<file path="src/hw/rtl/bulk_string_array_parser_assert.svh">
// ----------------------------------------------------------------------------
// Assertion macros for the bulk string array parser
// Clocked assertion shorthands. They expect clk and rst in scope.
// ----------------------------------------------------------------------------
`ifndef BULK_STRING_ARRAY_PARSER_ASSERT_SVH
`define BULK_STRING_ARRAY_PARSER_ASSERT_SVH

// Property that must hold at every clock edge outside reset.
`define BSAP_ASSERT(lbl, prop, msg) \
  lbl: assert property (@(posedge clk) disable iff (rst) (prop)) else $error(msg);

// Consequence that must hold in the cycle after the antecedent.
`define BSAP_ASSERT_NEXT(lbl, ante, cons, msg) \
  lbl: assert property (@(posedge clk) disable iff (rst) (ante) |=> (cons)) else $error(msg);

`endif

</file>
<file path="src/hw/rtl/bsap_pkg.sv">
// ----------------------------------------------------------------------------
// bsap_pkg
// Types and constants shared by the bulk string array parser modules.
// ----------------------------------------------------------------------------
`default_nettype none

package bsap_pkg;

  localparam int LEN_W      = 30;
  localparam int MAX_CNT_W  = 16;
  localparam int CFG_DATA_W = 30;
  localparam int NUM_W      = 34;

  localparam logic [7:0] CH_CR     = 8'h0D;
  localparam logic [7:0] CH_LF     = 8'h0A;
  localparam logic [7:0] CH_STAR   = 8'h2A;
  localparam logic [7:0] CH_DOLLAR = 8'h24;
  localparam logic [7:0] CH_ZERO   = 8'h30;
  localparam logic [7:0] CH_NINE   = 8'h39;

  localparam logic CFG_MAX_COUNT  = 1'b0;
  localparam logic CFG_MAX_LENGTH = 1'b1;

  localparam logic [MAX_CNT_W-1:0] MAX_COUNT_RESET  = 16'd1024;
  localparam logic [LEN_W-1:0]     MAX_LENGTH_RESET = 30'd536870912;

  typedef enum logic [3:0] {
    PH_START    = 4'd0,
    PH_COUNT    = 4'd1,
    PH_COUNT_LF = 4'd2,
    PH_DOLLAR   = 4'd3,
    PH_LEN      = 4'd4,
    PH_LEN_LF   = 4'd5,
    PH_VALUE    = 4'd6,
    PH_VALUE_LF = 4'd7,
    PH_ERROR    = 4'd8
  } phase_t;

  typedef enum logic [1:0] {
    ST_CONT  = 2'd0,
    ST_ERR   = 2'd1,
    ST_PARAM = 2'd2,
    ST_DONE  = 2'd3
  } status_t;

  typedef enum logic [1:0] {
    NUM_MORE = 2'd0,
    NUM_BAD  = 2'd1,
    NUM_END  = 2'd2
  } num_verdict_t;

  typedef struct packed {
    num_verdict_t     verdict;
    logic [LEN_W-1:0] accum;
  } digit_res_t;

  typedef struct packed {
    status_t          status;
    logic             payload_valid;
    logic [7:0]       payload_byte;
    logic [15:0]      param_index;
    logic [31:0]      param_offset;
    logic [LEN_W-1:0] param_length;
    logic [15:0]      param_count;
  } res_t;

endpackage

`default_nettype wire

</file>
<file path="src/hw/rtl/bsap_req_if.sv">
// ----------------------------------------------------------------------------
// bsap_req_if
// Request byte channel: one action and one byte per item.
// ----------------------------------------------------------------------------
`default_nettype none

interface bsap_req_if;
  logic       valid;
  logic       ready;
  logic       action;
  logic [7:0] byte_value;

  modport source (output valid, action, byte_value, input ready);
  modport sink (input valid, action, byte_value, output ready);
endinterface

`default_nettype wire

</file>
<file path="src/hw/rtl/bsap_rsp_if.sv">
// ----------------------------------------------------------------------------
// bsap_rsp_if
// Parse result channel: one status item per request byte.
// ----------------------------------------------------------------------------
`default_nettype none

interface bsap_rsp_if;
  logic        valid;
  logic        ready;
  logic [1:0]  status;
  logic        payload_valid;
  logic [7:0]  payload_byte;
  logic [15:0] param_index;
  logic [31:0] param_offset;
  logic [29:0] param_length;
  logic [15:0] param_count;

  modport source (output valid, status, payload_valid, payload_byte, param_index,
                  param_offset, param_length, param_count, input ready);
  modport sink (input valid, status, payload_valid, payload_byte, param_index,
                param_offset, param_length, param_count, output ready);
endinterface

`default_nettype wire

</file>
<file path="src/hw/rtl/bulk_string_array_parser.sv">
// ----------------------------------------------------------------------------
// bulk_string_array_parser
// Byte-at-a-time parser for '*' count CR LF ( '$' length CR LF value CR LF )*.
// ----------------------------------------------------------------------------
// Usage: request bytes enter on req, one item per byte, with action set to
// restart the parser instead of parsing. Every accepted item gives exactly
// one result item on rsp: a status (continue, error, parameter done on the CR
// after a value, request done on the final LF), the value byte with
// payload_valid when the byte belongs to a parameter value, and the current
// parameter index, value offset, declared length and declared count.
// The limits max_param_count and max_param_length must be written through
// cfg_we, cfg_index and cfg_data while the block is idle (not enforced).
// Timing: an accepted item sits in the input register, the parse logic
// then updates the state and loads the result register, and the result is
// taken from there. One item per cycle is taken in steady state while
// rsp.ready stays high; the per-byte state update is a single digit
// multiply-add and compare, which sets the clock rate.
// Reset: rst (synchronous) empties both registers, puts the parser in its
// start state and loads the default limits.
// Stalls: while rsp.ready is low the result waits in the result register and
// the input register still takes one more item; req.ready then drops.
// An error is held, every byte giving error status, until a restart item.
// ----------------------------------------------------------------------------
`default_nettype none

module bulk_string_array_parser
  import bsap_pkg::*;
#(
  parameter int COUNT_WIDTH    = 16,
  parameter int POSITION_WIDTH = 32
) (
  input  wire logic                  clk,
  input  wire logic                  rst,
  bsap_req_if.sink                   req,
  bsap_rsp_if.source                 rsp,
  input  wire logic                  cfg_we,
  input  wire logic                  cfg_index,
  input  wire logic [CFG_DATA_W-1:0] cfg_data
);

  `include "bulk_string_array_parser_assert.svh"

  // Largest count the count register can hold, clipped to the limit width.
  localparam logic [MAX_CNT_W:0] CountMaskSat = (COUNT_WIDTH >= MAX_CNT_W)
      ? {1'b0, {MAX_CNT_W{1'b1}}}
      : (MAX_CNT_W + 1)'(((MAX_CNT_W + 1)'(1) << COUNT_WIDTH) - (MAX_CNT_W + 1)'(1));

  // Configuration registers.
  logic [MAX_CNT_W-1:0] max_param_count;
  logic [LEN_W-1:0]     max_param_length;

  always_ff @(posedge clk) begin
    if (rst) begin
      max_param_count  <= MAX_COUNT_RESET;
      max_param_length <= MAX_LENGTH_RESET;
    end else if (cfg_we) begin
      unique case (cfg_index)
        CFG_MAX_COUNT:  max_param_count  <= cfg_data[MAX_CNT_W-1:0];
        CFG_MAX_LENGTH: max_param_length <= cfg_data;
        default: ;
      endcase
    end
  end

  // Input register. It takes an item whenever it is empty or is being
  // drained into the result register in the same cycle.
  logic       in_valid;
  logic       in_action;
  logic [7:0] in_byte;
  logic       res_valid;
  res_t       res_q;
  logic       advance;

  assign advance   = in_valid && (!res_valid || rsp.ready);
  assign req.ready = !in_valid || advance;

  always_ff @(posedge clk) begin
    if (rst) begin
      in_valid <= 1'b0;
    end else if (req.ready) begin
      in_valid <= req.valid;
    end
  end

  always_ff @(posedge clk) begin
    if (req.ready && req.valid) begin
      in_action <= req.action;
      in_byte   <= req.byte_value;
    end
  end

  // Parser state.
  phase_t                    phase, phase_next;
  logic [LEN_W-1:0]          accum, accum_next;
  logic                      seen, seen_next;
  logic [COUNT_WIDTH-1:0]    total_params, total_params_next;
  logic [COUNT_WIDTH-1:0]    params_done, params_done_next;
  logic [LEN_W-1:0]          expected_length, expected_length_next;
  logic [LEN_W-1:0]          bytes_in_param, bytes_in_param_next;
  logic [POSITION_WIDTH-1:0] position, position_next;
  logic [POSITION_WIDTH-1:0] value_offset, value_offset_next;
  res_t                      res_next;

  // The digit unit is shared by the count and the length fields; only the
  // limit it checks against changes with the phase.
  logic [MAX_CNT_W-1:0] count_limit;
  logic [LEN_W-1:0]     digit_limit;
  digit_res_t           digit;

  assign count_limit = ({1'b0, max_param_count} < CountMaskSat)
      ? max_param_count : CountMaskSat[MAX_CNT_W-1:0];
  assign digit_limit = (phase == PH_LEN) ? max_param_length : LEN_W'(count_limit);

  bsap_digit u_digit (
    .byte_value  (in_byte),
    .accum       (accum),
    .digits_seen (seen),
    .limit       (digit_limit),
    .res         (digit)
  );

  always_ff @(posedge clk) begin
    if (rst) begin
      phase           <= PH_START;
      accum           <= '0;
      seen            <= 1'b0;
      total_params    <= '0;
      params_done     <= '0;
      expected_length <= '0;
      bytes_in_param  <= '0;
      position        <= '0;
      value_offset    <= '0;
    end else if (advance) begin
      phase           <= phase_next;
      accum           <= accum_next;
      seen            <= seen_next;
      total_params    <= total_params_next;
      params_done     <= params_done_next;
      expected_length <= expected_length_next;
      bytes_in_param  <= bytes_in_param_next;
      position        <= position_next;
      value_offset    <= value_offset_next;
    end
  end

  logic finished;

  always_comb begin
    phase_next           = phase;
    accum_next           = accum;
    seen_next            = seen;
    total_params_next    = total_params;
    params_done_next     = params_done;
    expected_length_next = expected_length;
    bytes_in_param_next  = bytes_in_param;
    position_next        = position;
    value_offset_next    = value_offset;
    finished             = 1'b0;
    res_next             = '0;
    res_next.status      = ST_CONT;

    if (in_action) begin
      // Restart: everything back to the start state, an all-zero result.
      phase_next           = PH_START;
      accum_next           = '0;
      seen_next            = 1'b0;
      total_params_next    = '0;
      params_done_next     = '0;
      expected_length_next = '0;
      bytes_in_param_next  = '0;
      position_next        = '0;
      value_offset_next    = '0;
    end else begin
      unique case (phase)
        PH_START: begin
          if (in_byte == CH_STAR) phase_next = PH_COUNT;
          else res_next.status = ST_ERR;
        end
        PH_COUNT: begin
          case (digit.verdict)
            NUM_MORE: begin
              accum_next = digit.accum;
              seen_next  = 1'b1;
            end
            NUM_END: begin
              total_params_next = COUNT_WIDTH'(accum);
              accum_next        = '0;
              seen_next         = 1'b0;
              phase_next        = PH_COUNT_LF;
            end
            default: res_next.status = ST_ERR;
          endcase
        end
        PH_COUNT_LF: begin
          if (in_byte != CH_LF) begin
            res_next.status = ST_ERR;
          end else if (total_params == '0) begin
            res_next.status = ST_DONE;
            finished        = 1'b1;
          end else begin
            phase_next = PH_DOLLAR;
          end
        end
        PH_DOLLAR: begin
          if (in_byte == CH_DOLLAR) phase_next = PH_LEN;
          else res_next.status = ST_ERR;
        end
        PH_LEN: begin
          case (digit.verdict)
            NUM_MORE: begin
              accum_next = digit.accum;
              seen_next  = 1'b1;
            end
            NUM_END: begin
              expected_length_next = accum;
              bytes_in_param_next  = '0;
              accum_next           = '0;
              seen_next            = 1'b0;
              phase_next           = PH_LEN_LF;
            end
            default: res_next.status = ST_ERR;
          endcase
        end
        PH_LEN_LF: begin
          if (in_byte != CH_LF) begin
            res_next.status = ST_ERR;
          end else begin
            value_offset_next = position + POSITION_WIDTH'(1);
            phase_next        = PH_VALUE;
          end
        end
        PH_VALUE: begin
          // Once the declared number of bytes has passed, only CR may follow.
          if (bytes_in_param >= expected_length) begin
            if (in_byte == CH_CR) begin
              res_next.status = ST_PARAM;
              phase_next      = PH_VALUE_LF;
            end else begin
              res_next.status = ST_ERR;
            end
          end else begin
            bytes_in_param_next    = bytes_in_param + LEN_W'(1);
            res_next.payload_valid = 1'b1;
            res_next.payload_byte  = in_byte;
          end
        end
        PH_VALUE_LF: begin
          if (in_byte != CH_LF) begin
            res_next.status = ST_ERR;
          end else begin
            params_done_next = params_done + COUNT_WIDTH'(1);
            if (params_done_next == total_params) begin
              res_next.status = ST_DONE;
              finished        = 1'b1;
            end else begin
              phase_next = PH_DOLLAR;
            end
          end
        end
        default: res_next.status = ST_ERR;
      endcase

      if (res_next.status == ST_ERR) begin
        phase_next = PH_ERROR;
      end else begin
        position_next = position + POSITION_WIDTH'(1);
      end

      // The result shows the state after this byte, before any clearing.
      res_next.param_index  = 16'(params_done_next);
      res_next.param_offset = 32'(value_offset_next);
      res_next.param_length = expected_length_next;
      res_next.param_count  = 16'(total_params_next);

      if (finished) begin
        phase_next           = PH_START;
        accum_next           = '0;
        seen_next            = 1'b0;
        total_params_next    = '0;
        params_done_next     = '0;
        expected_length_next = '0;
        bytes_in_param_next  = '0;
        position_next        = '0;
        value_offset_next    = '0;
      end
    end
  end

  // Result register.
  always_ff @(posedge clk) begin
    if (rst) begin
      res_valid <= 1'b0;
    end else if (advance) begin
      res_valid <= 1'b1;
    end else if (rsp.ready) begin
      res_valid <= 1'b0;
    end
  end

  always_ff @(posedge clk) begin
    if (advance) begin
      res_q <= res_next;
    end
  end

  assign rsp.valid         = res_valid;
  assign rsp.status        = res_q.status;
  assign rsp.payload_valid = res_q.payload_valid;
  assign rsp.payload_byte  = res_q.payload_byte;
  assign rsp.param_index   = res_q.param_index;
  assign rsp.param_offset  = res_q.param_offset;
  assign rsp.param_length  = res_q.param_length;
  assign rsp.param_count   = res_q.param_count;

  // A held error stays held and keeps reporting error.
  `BSAP_ASSERT_NEXT(a_error_held,
      advance && !in_action && phase == PH_ERROR,
      res_q.status == ST_ERR && phase == PH_ERROR,
      "held error was left without a restart")
  // Only value bytes of the value phase carry payload.
  `BSAP_ASSERT_NEXT(a_payload_phase,
      advance && (in_action || phase != PH_VALUE),
      !res_q.payload_valid,
      "payload flagged outside a parameter value")
  // A restart returns to the start state with the position cleared.
  `BSAP_ASSERT_NEXT(a_restart_clears,
      advance && in_action,
      phase == PH_START && position == '0 && res_q.status == ST_CONT,
      "restart did not clear the parser")
  // An error status and the error phase always go together.
  `BSAP_ASSERT_NEXT(a_error_phase,
      advance && !in_action,
      (res_q.status == ST_ERR) == (phase == PH_ERROR),
      "error status and error phase disagree")

endmodule

`default_nettype wire

</file>
<file path="src/hw/rtl/bsap_digit.sv">
// ----------------------------------------------------------------------------
// bsap_digit
// Decimal digit step: folds one byte into the number accumulator and checks it.
// ----------------------------------------------------------------------------
`default_nettype none

module bsap_digit
  import bsap_pkg::*;
(
  input  wire logic [7:0]       byte_value,
  input  wire logic [LEN_W-1:0] accum,
  input  wire logic             digits_seen,
  input  wire logic [LEN_W-1:0] limit,
  output digit_res_t            res
);

  logic             is_digit;
  logic [3:0]       digit;
  logic [NUM_W-1:0] candidate;

  assign is_digit  = (byte_value >= CH_ZERO) && (byte_value <= CH_NINE);
  assign digit     = 4'(byte_value - CH_ZERO);
  // Times ten as two shifted copies plus the new digit.
  assign candidate = {1'b0, accum, 3'b000} + {3'b000, accum, 1'b0} + NUM_W'(digit);

  always_comb begin
    res.accum   = accum;
    res.verdict = NUM_MORE;
    if (byte_value == CH_CR) begin
      res.verdict = digits_seen ? NUM_END : NUM_BAD;
    end else if (!is_digit) begin
      res.verdict = NUM_BAD;
    end else if (candidate > NUM_W'(limit)) begin
      res.verdict = NUM_BAD;
    end else begin
      res.accum = candidate[LEN_W-1:0];
    end
  end

endmodule

`default_nettype wire

</file>
<file path="src/flat_wrapper.sv">
// flat-port wrapper written by rule: the top's interface ports become plain ports
module bulk_string_array_parser_flat import bsap_pkg::*;
#(
  parameter int COUNT_WIDTH    = 16,
  parameter int POSITION_WIDTH = 32
)
  (clk, rst, cfg_we, cfg_index, cfg_data, req_valid, req_action, req_byte_value, req_ready, rsp_valid, rsp_status, rsp_payload_valid, rsp_payload_byte, rsp_param_index, rsp_param_offset, rsp_param_length, rsp_param_count, rsp_ready);
  bsap_req_if req_i ();
  bsap_rsp_if rsp_i ();
  input  wire logic clk;
  input  wire logic rst;
  input  wire logic cfg_we;
  input  wire logic cfg_index;
  input  wire logic [CFG_DATA_W-1:0] cfg_data;
  input wire logic [$bits(req_i.valid)-1:0] req_valid;
  input wire logic [$bits(req_i.action)-1:0] req_action;
  input wire logic [$bits(req_i.byte_value)-1:0] req_byte_value;
  output wire logic [$bits(req_i.ready)-1:0] req_ready;
  output wire logic [$bits(rsp_i.valid)-1:0] rsp_valid;
  output wire logic [$bits(rsp_i.status)-1:0] rsp_status;
  output wire logic [$bits(rsp_i.payload_valid)-1:0] rsp_payload_valid;
  output wire logic [$bits(rsp_i.payload_byte)-1:0] rsp_payload_byte;
  output wire logic [$bits(rsp_i.param_index)-1:0] rsp_param_index;
  output wire logic [$bits(rsp_i.param_offset)-1:0] rsp_param_offset;
  output wire logic [$bits(rsp_i.param_length)-1:0] rsp_param_length;
  output wire logic [$bits(rsp_i.param_count)-1:0] rsp_param_count;
  input wire logic [$bits(rsp_i.ready)-1:0] rsp_ready;
  assign req_i.valid = req_valid;
  assign req_i.action = req_action;
  assign req_i.byte_value = req_byte_value;
  assign req_ready = req_i.ready;
  assign rsp_valid = rsp_i.valid;
  assign rsp_status = rsp_i.status;
  assign rsp_payload_valid = rsp_i.payload_valid;
  assign rsp_payload_byte = rsp_i.payload_byte;
  assign rsp_param_index = rsp_i.param_index;
  assign rsp_param_offset = rsp_i.param_offset;
  assign rsp_param_length = rsp_i.param_length;
  assign rsp_param_count = rsp_i.param_count;
  assign rsp_i.ready = rsp_ready;
  bulk_string_array_parser #(.COUNT_WIDTH(COUNT_WIDTH), .POSITION_WIDTH(POSITION_WIDTH)) u_core (.clk(clk), .rst(rst), .req(req_i), .rsp(rsp_i), .cfg_we(cfg_we), .cfg_index(cfg_index), .cfg_data(cfg_data));
endmodule
</file>
<file path="config.mk">
export PLATFORM = sky130hd
export DESIGN_NAME = bulk_string_array_parser_flat
export DESIGN_NICKNAME = d
export VERILOG_FILES = /design/src/hw/rtl/bsap_pkg.sv /design/src/hw/rtl/bsap_req_if.sv /design/src/hw/rtl/bsap_rsp_if.sv /design/src/hw/rtl/bulk_string_array_parser.sv /design/src/hw/rtl/bsap_digit.sv /design/src/flat_wrapper.sv
export VERILOG_INCLUDE_DIRS = /design/src /design/src/hw/rtl
export SDC_FILE = /design/constraint.sdc
export NUM_CORES = 1
export LEC_CHECK = 0
export BUFFER_PORTS_ARGS = -buffer_cell sky130_fd_sc_hd__buf_2
export CORE_MARGIN = 5
export CORE_UTILIZATION = 55
export CTS_BUF_LIST = sky130_fd_sc_hd__clkbuf_8
export DETAILED_ROUTE_END_ITERATION = 16
export PLACE_DENSITY = 0.77
export SYNTH_ARGS = -nofsm -noshare
export SYNTH_HDL_FRONTEND = slang
export SYNTH_SLANG_ARGS = --single-unit
</file>
<file path="constraint.sdc">
create_clock -name clk -period 5.85 [get_ports clk]
set_input_delay 1.17 -clock clk [delete_from_list [all_inputs] [get_ports clk]]
set_output_delay 1.17 -clock clk [all_outputs]
set_load 0.05 [all_outputs]
</file>
==> metrics, run 1 <==
status finished, violations left; failing checks negative setup slack; syn nets 2491; worst hold path startpoint u_core.value_offset[4]$_SDFFE_PP0P_; Rows 69; Clock Tree Buf Depth 3; GRT Total Usage 27.3%; worst hold path cell count 2; hold buffer count at CTS 0; WS Path Type register to register; drt first pass iters 6; WL/cell 18.6 um; Clock Skew 32.5 ps; CTS tree done; cts bufs inserted 56; worst reg2reg setup slack -100 ps; Worst-Skew Late Latency 660 ps; MaxCap Viol Count 0; post-route ant nets 0; number of enable flip-flop cells after synthesis 114; initial antenna violation count 4; Most used DFF post-synth dfxtp_1; clock sinks 353; Synth cell types 70; Avg Cell Area, Syn 8.43 sq um; Worst EP required 6400 ps; layout cell share with drive strength beyond 1 15.8%; Final WS setup -95.2 ps; Initial DRC Count 1755; Placed Cells 2879; grt total ovfl 0; Min Clock Period, post-route 5950 ps; Reg-to-Reg Start u_core.in_byte[3]$_DFFE_PP_; Syn Inst Count 2322; Highest Clock Rate 168 MHz; ys async rst share 0%; # IOs 152; final setup fails 9; Via density 6.05; Hold Fails Final Rpt 0; Area growth syn-to-layout 15.6%; RSZ-0062 raised after global routing true; register bit count reported by yosys 353; setup TNS -413 ps; die height 199 um; Worst setup SP type register; crit share post-route 102%; Final Power 5210 uW; hold endpoint u_core.value_offset[4]$_SDFFE_PP0P_; Total Wirelength 55800 um; Chip Width 199 um; clock slew at reported path FFs 60 ps; CORE AREA 35400 sq um; Netlist Area Pre-Place 19600 sq um; worst hold path class register to register; Yosys warning count 0; vias in the first global route 17100; RD Place Congestion 0.941; CP Capture Type register; IO Port Bufs 151; final instance area 22600 sq um; DR vias 18100; Peak VDD IR 0.220 mV; root buffer cell clkbuf_8; largest net degree at the start of global routing 137; post-synthesis sequential area ratio 41.9%; die area 39500 sq um; slew margin rel. 20.6%; Leakage 0.00854 uW; crit path max fanout 5; placed inst area 21100 sq um; Critical R2R Capture u_core.position[2]$_SDFFE_PP0P_; post-route insts no fill 2994; post-DP HPWL 38300 um; worst slew pin tran 1190 ps; Max H-tree Level 2; reg2reg path depth 27; initial core utilization 55.3%; crit path DAT 6500 ps; Nets 2656; Final Max Slew Viols 0; Remaining DRCs 0; first-pass GRT wire length 88900 um; P per Cell Area 230 nW/um^2
## how the worst max path moves through the flow
| stage | from | end | slack (ps) | cells after the start |
|---|---|---|---|---|
| global placement | u_core.accum[0]$_SDFFE_PP0P_ | u_core.position[27]$_SDFFE_PP0P_ | -160 | 24 |
| CTS | u_core.accum[0]$_SDFFE_PP0P_ | u_core.position[22]$_SDFFE_PP0P_ | 10 | 27 |
| finish | u_core.in_byte[3]$_DFFE_PP_ | u_core.position[2]$_SDFFE_PP0P_ | -100 | 27 |
| global route | u_core.in_byte[3]$_DFFE_PP_ | u_core.position[2]$_SDFFE_PP0P_ | -340 | 27 |
| detailed placement | u_core.accum[0]$_SDFFE_PP0P_ | u_core.position[29]$_SDFFE_PP0P_ | -380 | 25 |
| floorplan | u_core.accum[0]$_SDFFE_PP0P_ | u_core.accum[18]$_SDFFE_PP0P_ | 40 | 27 |
## synth_stat cells (all sizes together), types with 7 or more instances
cell | count | area share [%]
dfxtp | 239 | 24
a21oi | 258 | 6.6
and3 | 24 | 0.77
and2 | 21 | 0.68
nand2 | 389 | 7.5
nor4 | 34 | 1.2
a21o | 14 | 0.54
buf | 23 | 0.56
nor4b | 9 | 0.40
a211oi | 42 | 1.6
a31o | 8 | 0.36
nand2b | 11 | 0.35
inv | 70 | 1.3
or4 | 7 | 0.27
clkbuf | 130 | 2.5
xnor2 | 72 | 3.2
nor2 | 161 | 3.1
nor3 | 43 | 1.1
and4 | 11 | 0.49
o211ai | 12 | 0.46
a221o | 13 | 0.66
or3 | 12 | 0.38
nor2b | 10 | 0.32
mux2i | 32 | 1.6
a22oi | 13 | 0.50
edfxtp | 114 | 17
o21ai | 66 | 1.7
o31ai | 10 | 0.38
nand3 | 172 | 4.5
xor2 | 46 | 2.1
ha | 122 | 7.8
a31oi | 14 | 0.45
o221ai | 9 | 0.40
nand4 | 43 | 1.4
## per-stage QoR
step	setup WS [ps]	utilization (%)	hold WS (ps)
after detailed placement	-376	59.7	444
final	-95.2	63.9	451
after global routing	-340	63.9	470
after CTS	14.0	63.3	452
after global placement	-158	59.7	438
after floorplan	39.0	-	431
## layout by cell type, fill, tap and decap left out, types with 13 or more instances in the layout
master,Yosys,routed
nor2_1,161,161
a21o_1,14,14
a21oi_1,258,254
ha_1,122,119
edfxtp_1,114,114
inv_1,70,83
o21ai_1,1,20
nand4_1,43,43
buf_4,0,98
nand3_1,171,170
xnor2_1,72,71
mux2i_1,32,32
o21ai_0,65,45
a22oi_1,13,13
xor2_1,46,46
and2_1,20,20
nor4_1,33,31
dfxtp_1,239,238
a211oi_1,42,37
clkbuf_8,0,64
a31oi_1,14,14
and3_1,24,24
nor3_1,42,38
buf_2,12,150
nand2_1,389,388
a221o_1,13,13
## cell type report
class | instances | area [sq um]
diodes | 2 | 5.00
clock buffers | 64 | 881
clock inverters | 38 | 310
fillers | 2992 | 12800
inverters | 71 | 274
multi-input cells | 1747 | 10700
flip-flops and latches | 353 | 8210
well taps | 461 | 577
repair buffers | 258 | 1630
## kinds of logic after synthesis
group                      Yosys count  synth area share, %
AOI/OAI and AO/OA                  506                 15.7
xor gates and xnor gates           118                 5.28
adders and majority gates          124                 8.00
buffers and inverters              224                 4.42
DFF                                353                 41.9
muxes                               33                 1.69
and+or+nand+nor                    964                 23.0
## worst max-delay path: stages (launching register included)
cell and delay [ps]:
edfxtp_1 360, inv_2 50, fa_1 580, buf_4 130, fa_2 200, nor2b_2 50
o31a_1 310, buf_6 130, a21o_1 200, a21oi_2 170, a21oi_2 80, nor2b_2 140
o21bai_1 90, a21oi_1 150, xor2_1 160, buf_4 160, inv_4 40, ha_4 250
nand4_1 150, nor4_2 240, nand2_1 120, o31ai_1 260, a31oi_1 90, a211o_1 350
a2111o_1 500, and2_4 230, or4b_1 480, a31oi_1 190
## power breakdown
group / leakage, uW / internal [uW] / total [uW] / switching, uW
combinational: 0.00487 / 83.2 / 370 / 287
clock: 0.000670 / 1230 / 2240 / 1010
sequential: 0.00300 / 2580 / 2600 / 27.3
total: 0.00854 / 3890 / 5210 / 1330
## routing by layer
metal	up-vias	GRT usage (%)	wire length, um
met2	766	41.7	24900
met4	4	8.46	1580
met1	8590	38.6	24300
li1	8636	-	-
met5	-	0	21
met3	117	6.45	5060
## repair_timing
item / CTS / global route
gates resized for setup: 9 / 59
hold endpoints to repair: 0 / 0
pin swaps: 2 / 40
setup endpoints to repair: 68 / 68
cloned: 1 / 1
setup buffers: 2 / 7
## flip-flops by register name, summed over array words and instances (netlist names), 4 cells and up
| name | count |
|---|---|
| u_core.expected_length | 30 |
| u_core.position | 32 |
| u_core.bytes_in_param | 30 |
| u_core.total_params | 16 |
| u_core.max_param_length | 30 |
| u_core.in_byte | 8 |
| u_core.rsp.param_length | 30 |
| u_core.params_done | 16 |
| u_core.accum | 30 |
| u_core.phase | 4 |
| u_core.rsp.payload_byte | 8 |
| u_core.value_offset | 32 |
| u_core.rsp.param_offset | 32 |
| u_core.rsp.param_count | 16 |
| u_core.max_param_count | 16 |
| u_core.rsp.param_index | 16 |
No activity file was read; power rests on OpenSTA's default activity.
==> run 2, diff against run 1 <==
Settings changed: RECOVER_POWER set to 25.
==> metrics, run 2 (synthesis results as in run 1) <==
failing checks max-capacitance violations, max-slew violations, negative setup slack; Max H-tree Level 2; Worst setup SP type register; internal power 3880 uW; # IOs 152; share of power burned in registers 49.9%; Clock Skew 28.2 ps; hold buffer count at CTS 0; Min Clock Period, post-route 5950 ps; root buffer cell clkbuf_8; commonest non-fill, non-tap cells in the layout nand2_1 (388), a21oi_1 (254), dfxtp_1 (238); placed inst area 21100 sq um; pre-CTS setup slack -376 ps; Remaining DRCs 0; clock share of power 43.0%; layout cell share with drive strength beyond 1 15.7%; first-pass GRT wire length 88900 um; Hold Fails Final Rpt 0; Final Max Slew Viols 31; worst hold path class register to register; post-route ant nets 0; status finished, violations left; Filler cells 2992; CTS tree done; Final WS setup -103 ps; initial antenna violation count 4; worst reg2reg setup slack -100 ps; Worst EP required 6400 ps; crit path max fanout 5; drt first pass iters 6; Highest Clock Rate 168 MHz; crit share post-route 102%; Chip Width 199 um; P per Cell Area 230 nW/um^2; worst slew pin tran 1540 ps; Total Wirelength 55900 um; WL/cell 18.7 um; GRT Total Usage 27.3%; Initial DRC Count 1755; initial core utilization 55.3%; IO Port Bufs 151; clock sinks 353; Area growth syn-to-layout 15.5%; post-DP HPWL 38300 um; cts bufs inserted 56; Worst-Skew Late Latency 660 ps; RD Place Congestion 0.941; crit path DAT 6510 ps; Clock Tree Buf Depth 3; combinational share of power 7.1%; final setup fails 11; largest net degree at the start of global routing 137; RSZ-0062 raised after global routing true; switching share of power 25.5%; die height 199 um; die area 39500 sq um; grt total ovfl 0; hold slack 451 ps; vias in the first global route 17100; Leakage 0.00854 uW; MaxCap Viol Count 1; CORE AREA 35400 sq um; commonest non-fill, non-tap cell in the layout nand2_1; Peak VDD IR 0.220 mV; slew margin rel. -2.47%; Net Switching 1330 uW; Nets 2656; CP Capture Type register; clock slew at reported path FFs 60 ps; final instance area 22600 sq um; WS Path Type register to register; DR vias 18200; Rows 69; Via density 6.07
==> run 2: cell types whose count changed in the layout (fill, tap and decap cells not counted) <==
cell	previous run	this run
and2_0	0	2
nand2b_4	1	0
clkbuf_1	0	1
and2_1	20	18
buf_2	150	149
nand2b_1	10	11
==> run 2: area by class of cell <==
type                       count  area, sq um  share of cell area (%)
multi-input combinational   1747        10700                    47.5
timing repair buffer         258         1630                    7.22
tap                          461          577                    2.55
sequential                   353         8210                    36.3
clock inverter                38          310                    1.37
clock buffer                  64          881                    3.89
antenna                        2         5.00                  0.0221
inverter                      71          274                    1.21
==> run 2: critical path, cell delays in order (launching register included) <==
cell and delay [ps]:
edfxtp_1 360, inv_2 50, fa_1 580, buf_4 130
fa_2 200, nor2b_2 50, o31a_1 310, buf_6 130
a21o_1 200, a21oi_2 170, a21oi_2 80, nor2b_2 140
o21bai_1 90, a21oi_1 150, xor2_1 160, buf_4 160
inv_4 40, ha_4 250, nand4_1 150, nor4_2 240
nand2_1 120, o31ai_1 260, a31oi_1 90, a211o_1 350
a2111o_1 500, and2_4 230, or4b_1 480, a31oi_1 190
==> run 2: final timing paths <==
| path | startpoint | end | cells past startpoint |
|---|---|---|---|
| setup / recovery | u_core.in_byte[3]$_DFFE_PP_ | u_core.position[2]$_SDFFE_PP0P_ | 27 |
| setup reg to reg | u_core.in_byte[3]$_DFFE_PP_ | u_core.position[2]$_SDFFE_PP0P_ | 27 |
| hold / removal | u_core.value_offset[4]$_SDFFE_PP0P_ | u_core.value_offset[4]$_SDFFE_PP0P_ | 2 |
| hold reg to reg | u_core.value_offset[4]$_SDFFE_PP0P_ | u_core.value_offset[4]$_SDFFE_PP0P_ | 2 |
==> run 2: power groups by stage <==
stage | clock network [uW] | logic [uW] | registers, uW
after global placement | 0 | 356 | 2650
after detailed placement | 0 | 362 | 2660
after global routing | 2390 | 395 | 2610
final | 2240 | 370 | 2600
after CTS | 2270 | 364 | 2600
after floorplan | 0 | 150 | 2760
==> run 2: metrics by stage <==
step | setup TNS (ps) | power (uW) | utilization [%] | instances
2_1_floorplan | 0 | 2910 | - | 2322
4_1_cts | 0 | 5240 | 63.3 | 2984
3_3_place_gp | -2100 | 3010 | 59.7 | 2879
6_report | -486 | 5210 | 63.9 | 2994
3_5_place_dp | -14830 | 3020 | 59.7 | 2879
5_1_grt | -11620 | 5400 | 63.9 | 2993
==> run 2: layer usage <==
layer / vias up / GRT usage [%] / routed length (um)
met5: - / 0 / 21
met4: 4 / 8.46 / 1580
met3: 117 / 6.45 / 5010
met2: 773 / 41.7 / 24900
met1: 8646 / 38.6 / 24400
li1: 8646 / - / -
==> run 2: what timing repair did <==
action | CTS | global route
setup endpoints to repair | 68 | 68
gates cloned | 1 | 1
buffers inserted | 2 | 7
gates resized for setup | 9 | 59
pin swaps | 2 | 40
